### config.mk
export PLATFORM = sky130hd
export DESIGN_NAME = wssm_wau
export DESIGN_NICKNAME = d
export VERILOG_FILES = /design/src/rtl/wssm_pkg.sv /design/src/rtl/wssm_wau.sv
export SDC_FILE = /design/constraint.sdc
export NUM_CORES = 2
export LEC_CHECK = 0
export BUFFER_PORTS_ARGS = -buffer_cell sky130_fd_sc_hd__buf_2
export CORE_MARGIN = 5
export CORE_UTILIZATION = 45
export DETAILED_ROUTE_END_ITERATION = 8
export PLACE_DENSITY = 0.74
export SETUP_SLACK_MARGIN = 0.5
export SLEW_MARGIN = 20
export SYNTH_ARGS = -nofsm -noshare
export SYNTH_HDL_FRONTEND = slang
export SYNTH_SLANG_ARGS = --single-unit
### constraint.sdc
create_clock -name clk -period 20.1 [get_ports clk]
set_clock_uncertainty 0.1 [all_clocks]
set_input_delay 1.005 -clock clk [delete_from_list [all_inputs] [get_ports clk]]
set_output_delay 1.005 -clock clk [all_outputs]
set_load 0.005 [all_outputs]
### src/rtl/wssm_pkg.sv
// Shared types, constants and operation codes for the spot stability monitor.
// Used by the ring memory, the wide arithmetic unit and the top level.
package wssm_pkg;

  localparam int MAX_WINDOW = 256;
  localparam int MIN_WINDOW = 8;
  localparam int ADDR_W     = $clog2(MAX_WINDOW);
  localparam int LEN_W      = ADDR_W + 1;

  // Arithmetic widths
  localparam int WIDE_W = 128;   // operand width of the shared unit
  localparam int SUM_W  = 42;    // plain sums over the window
  localparam int PROD_W = 66;    // one 33 x 33 signed product
  localparam int ACC_W  = 76;    // sums of products over the window
  localparam int D_W    = 82;    // n*Sab - Sa*Sb
  localparam int SQ_W   = 80;    // Sx squared
  localparam int ROOT_W = 41;    // square root of a D term

  localparam logic [16:0] CORR_ONE = 17'd65536;

  // Register reset values
  localparam logic [LEN_W-1:0] RST_WINDOW_LENGTH = LEN_W'(64);
  localparam logic [31:0]      RST_CV_LIMIT      = 32'd983;
  localparam logic [16:0]      RST_LEAKAGE_LIMIT = 17'd45875;
  localparam logic [16:0]      RST_ELEC_LIMIT    = 17'd42598;
  localparam logic [16:0]      RST_THERMAL_LIMIT = 17'd45875;
  localparam logic [16:0]      RST_MIN_FIT       = 17'd60293;

  // Register indexes
  localparam logic [2:0] CFG_WINDOW_LENGTH = 3'd0;
  localparam logic [2:0] CFG_CV_LIMIT      = 3'd1;
  localparam logic [2:0] CFG_LEAKAGE_LIMIT = 3'd2;
  localparam logic [2:0] CFG_ELEC_LIMIT    = 3'd3;
  localparam logic [2:0] CFG_THERMAL_LIMIT = 3'd4;
  localparam logic [2:0] CFG_MIN_FIT       = 3'd5;

  // Flag bit positions
  localparam int FLG_UNSTABLE = 0;
  localparam int FLG_LEAKAGE  = 1;
  localparam int FLG_EMISSION = 2;
  localparam int FLG_KV       = 3;
  localparam int FLG_THERMAL  = 4;
  localparam int FLG_OPTICAL  = 5;
  localparam int FLG_QUALITY  = 6;
  localparam int FLG_NUMERIC  = 7;

  // Wide arithmetic unit operations
  localparam logic [1:0] OP_MUL  = 2'd0;
  localparam logic [1:0] OP_DIV  = 2'd1;
  localparam logic [1:0] OP_SQRT = 2'd2;

  typedef struct packed {
    logic [31:0]        spot;
    logic signed [31:0] leak;
    logic signed [31:0] cur;
    logic signed [32:0] kverr;
    logic signed [31:0] temp;
  } ring_entry_t;

  typedef struct packed {
    logic       start;
    logic [1:0] op;
  } wau_req_t;

  typedef struct packed {
    logic busy;
    logic done;
  } wau_stat_t;

endpackage

### src/rtl/wssm_wau.sv
// Shared wide arithmetic unit: shift-add multiply, restoring divide and
// bit-pair square root over 128-bit operands, one step per cycle. Uses wssm_pkg.
module wssm_wau import wssm_pkg::*; (
  input  logic              clk,
  input  logic              rst,
  input  wau_req_t          req,
  input  logic [WIDE_W-1:0] opnd_a,
  input  logic [WIDE_W-1:0] opnd_b,
  output wau_stat_t         stat,
  output logic [WIDE_W-1:0] result
);

  logic [1:0]        op;
  logic              busy;
  logic              done;
  logic [WIDE_W-1:0] acc;
  logic [WIDE_W-1:0] opa;
  logic [WIDE_W-1:0] opb;
  logic [WIDE_W:0]   rem;
  logic [6:0]        cnt;

  logic [WIDE_W:0] div_sh;
  logic            div_ge;
  logic [67:0]     sq_sh;
  logic [67:0]     sq_trial;
  logic            sq_ge;

  always_comb begin
    div_sh   = {rem[WIDE_W-1:0], opa[WIDE_W-1]};
    div_ge   = div_sh >= {1'b0, opb};
    sq_sh    = {rem[65:0], opa[WIDE_W-1 -: 2]};
    sq_trial = {2'b00, acc[63:0], 2'b01};
    sq_ge    = sq_sh >= sq_trial;
  end

  always_ff @(posedge clk) begin
    if (rst) begin
      busy <= 1'b0;
      done <= 1'b0;
    end else begin
      done <= 1'b0;
      if (req.start && !busy) begin
        busy <= 1'b1;
        op   <= req.op;
        opa  <= opnd_a;
        opb  <= opnd_b;
        acc  <= '0;
        rem  <= '0;
        cnt  <= (req.op == OP_SQRT) ? 7'd63 : 7'd127;
      end else if (busy) begin
        case (op)
          OP_MUL: begin
            // stop as soon as the multiplier runs out of ones
            if (opb == '0) begin
              busy <= 1'b0;
              done <= 1'b1;
            end else begin
              if (opb[0]) acc <= acc + opa;
              opa <= opa << 1;
              opb <= opb >> 1;
            end
          end
          OP_DIV: begin
            rem <= div_ge ? div_sh - {1'b0, opb} : div_sh;
            opa <= {opa[WIDE_W-2:0], div_ge};
            cnt <= cnt - 7'd1;
            if (cnt == '0) begin
              busy <= 1'b0;
              done <= 1'b1;
            end
          end
          OP_SQRT: begin
            rem <= {{(WIDE_W-67){1'b0}}, (sq_ge ? sq_sh - sq_trial : sq_sh)};
            acc <= {acc[WIDE_W-2:0], sq_ge};
            opa <= opa << 2;
            cnt <= cnt - 7'd1;
            if (cnt == '0) begin
              busy <= 1'b0;
              done <= 1'b1;
            end
          end
          default: begin
            busy <= 1'b0;
            done <= 1'b1;
          end
        endcase
      end
    end
  end

  always_comb begin
    stat.busy = busy;
    stat.done = done;
    if (op == OP_DIV) begin
      result = (opb == '0) ? '0 : opa;
    end else begin
      result = acc;
    end
  end

endmodule

==> run summary <==
Run status = completed
Setup CP Type = reg2reg
Number of instances in the synthesized netlist = 5,935
Hold-fix buffer count after cts = 0
Switching Share = 0.365
Setup violation total in the final timing report = 0
Maximum clock frequency = 146 MHz
Depth of the CTS H-tree = 3
Fraction of synthesis flops using an asynchronous set or reset pin = 0
Power per cell area = 79.6 nW/um2
Final slew viol count = 0
Global-route wire length before repair = 257 mm
Starting Density = 0.453
Worst min path class = in2reg
Transition time of the tightest slew-check pin = 1.18 ns
Met1 usage = 0.416
Met3 usage = 0.0479
Share of the clock period used by the worst path = 0.341
CP arrival = 6.99 ns
Layout area overhead = 10.3%
Combinational Power Share = 0.352
Number of enable-type register cells in the synthesized netlist = 521
Global Route met2 Usage = 0.445
Final Hold Fails = 0
GRT Total Usage = 0.289
Number of global-route vias before repair = 43,177
Dominant register cell in the synthesized netlist = edfxtp_1
Relative contribution of the clock network to total power = 0.306
Total placed cells including tap cells = 7,338
Type of origin of the critical path = register
Total negative setup slack = 0 ns
Worst relative slew slack = 0.212
Via-to-Cell Ratio = 6.23
Overall die width = 333 um
Worst skew pair latency = 0.64 ns
Buffer count from post-CTS setup fixing = 0
Sink Count = 523
Leakage power summed over all cells = 21.0 nW
Grt peak-use layer = met2
Max Fanout on Critical Path = 72
Clock transition at path regs = 0.06 ns
Input/output buffers = 390
Root Buffer Master = clkbuf_16
Post-cts repair resize count = 0
Register bit count reported by yosys = 523
Aggregate global routing overflow = 0
Final net count = 6,619
CTS tree = built
Commonest non-fill, non-tap cell in the layout = nand2_1
Synth Net Count = 6,525
Sequential fraction of design power = 0.342
Clock buffers created by TritonCTS = 68
Initial antenna violation count = 7
# DRC = 0
Commonest cells after routing, fill and taps aside = nand2_1, nor2_1, a21oi_1, edfxtp_1, o21ai_0
# IOs = 391
Iteration count of the initial detailed-routing pass = 8
Internal Dissipation = 2.61 mW
Deepest clock path buffer count = 3
Placer Congestion = 0.980
Data required time at the worst endpoint = 20.24 ns
Post-route minimum period = 6.85 ns
Maximum number of pins on one net before global-route repair = 176
Sequential share of the synthesized area = 0.334
Dpl hpwl = 129 mm
Warning count from the yosys run = 0
Area of the die = 111,000 um2
Number of standard-cell rows in the floorplan = 118
Netlist Area Pre-Place = 46,900 um2
Category of the worst setup path capture point = register
Chip height = 333 um
Switching pwr = 1.50 mW
Hold slack = 0.478 ns
DR iter-0 viols = 4,884
Routed vias = 46,530
Area of the placeable core = 103,000 um2
Setup repair after global routing missed its margin = no
Final non-filler cell total = 7,465
Cell variety after synth = 82
Count of nets left with antenna violations after detail routing = 0
Syn Area/Cell = 7.90 um2
VDD IR max = 61.4 uV
Max cap viols = 0
Routed wire per std cell = 22.8 um
Detailed-route wire length = 170 mm
Ratio of cells with drive above 1 in the final layout = 0.0956
-- per-layer routing --
layer | part of all wire | routed length (um)
met5 | 0.00011 | 18
met3 | 0.092 | 15700
met1 | 0.44 | 74600
met4 | 0.035 | 5950
met2 | 0.43 | 73900
-- flip-flops by register name, summed over array words and instances, names as in the netlist --
register,flops
acc,128
opa,128
opb,128
rem,128
cnt,7
op,2
busy,1
done,1
-- logic make-up (layout without fill, tap and decap cells) --
group	count (synthesis)	after routing	synth area share
fa+ha+maj	329	329	0.0881
buf+inv	781	926	0.0642
other cells	0	5	0
xor+xnor	293	293	0.0547
flops	523	523	0.334
simple gates	1979	1979	0.185
mux	19	19	0.00411
compound gates	2011	2011	0.269
-- synthesized netlist by cell type (all sizes together), types with 42 or more instances --
cell type    n  share of area
a211oi      58         0.0093
a21o       176          0.028
a21oi      608          0.065
a221oi     143          0.027
a31oi       49         0.0065
buf         46         0.0054
clkbuf     357          0.029
edfxtp     521           0.33
ha         327          0.087
inv        378          0.030
nand2      798          0.064
nand3       76         0.0081
nand4      156          0.021
nor2       642          0.052
nor3        63         0.0067
nor4        60         0.0080
o211ai      42         0.0067
o21a        47         0.0075
o21ai      443          0.047
o21bai      90          0.014
o22ai      181          0.024
xnor2      193          0.036
xor2       100          0.019
-- final timing paths --
kind	start	to	slack (ns)	cells past startpoint
setup reg to reg	op[0]	rem[96]	13.25	9
hold / removal	rst	busy	0.48	2
setup / recovery	op[0]	rem[96]	13.25	9
hold reg to reg	rem[120]	rem[121]	0.49	1
-- power by group through the flow --
| stage | clock [mW] | sequential (mW) | combinational [mW] |
|---|---|---|---|
| global placement | 0 | 1.42 | 1.39 |
| global route | 1.32 | 1.42 | 1.59 |
| CTS | 1.27 | 1.41 | 1.42 |
| floorplan | 0 | 1.41 | 1.03 |
| detailed placement | 0 | 1.43 | 1.41 |
| finish | 1.26 | 1.41 | 1.45 |
-- stage by stage --
stage	worst slack, ns	power [mW]	cell area [um2]	util
global placement	13.30	2.82	49400	0.478
global route	13.03	4.32	51700	0.500
CTS	13.23	4.09	51700	0.499
detailed placement	13.28	2.83	49400	0.478
finish	13.25	4.12	51700	0.500
floorplan	8.01	2.44	46900	-
-- area by class of cell --
type / count / area, um2
Timing Repair Buffer: 427 / 2280
Sequential cell: 523 / 15700
Fill cell: 10004 / 51800
Antenna cell: 5 / 12.5
Clock inverter: 33 / 354
Multi-Input combinational cell: 4631 / 28400
Clock buffer: 88 / 1880
Inverter: 378 / 1420
Tap cell: 1380 / 1730
-- worst max-delay path, stage by stage, from the launching register on --
cell      delay, ns
edfxtp_1       0.45
inv_1          0.16
ha_4           0.84
clkinv_2       1.12
nand2_4        1.19
buf_4          0.70
nor2_1         0.16
nor2_4         0.11
buf_4          0.61
buf_4          0.86
Power figures use the tool's default switching activity.
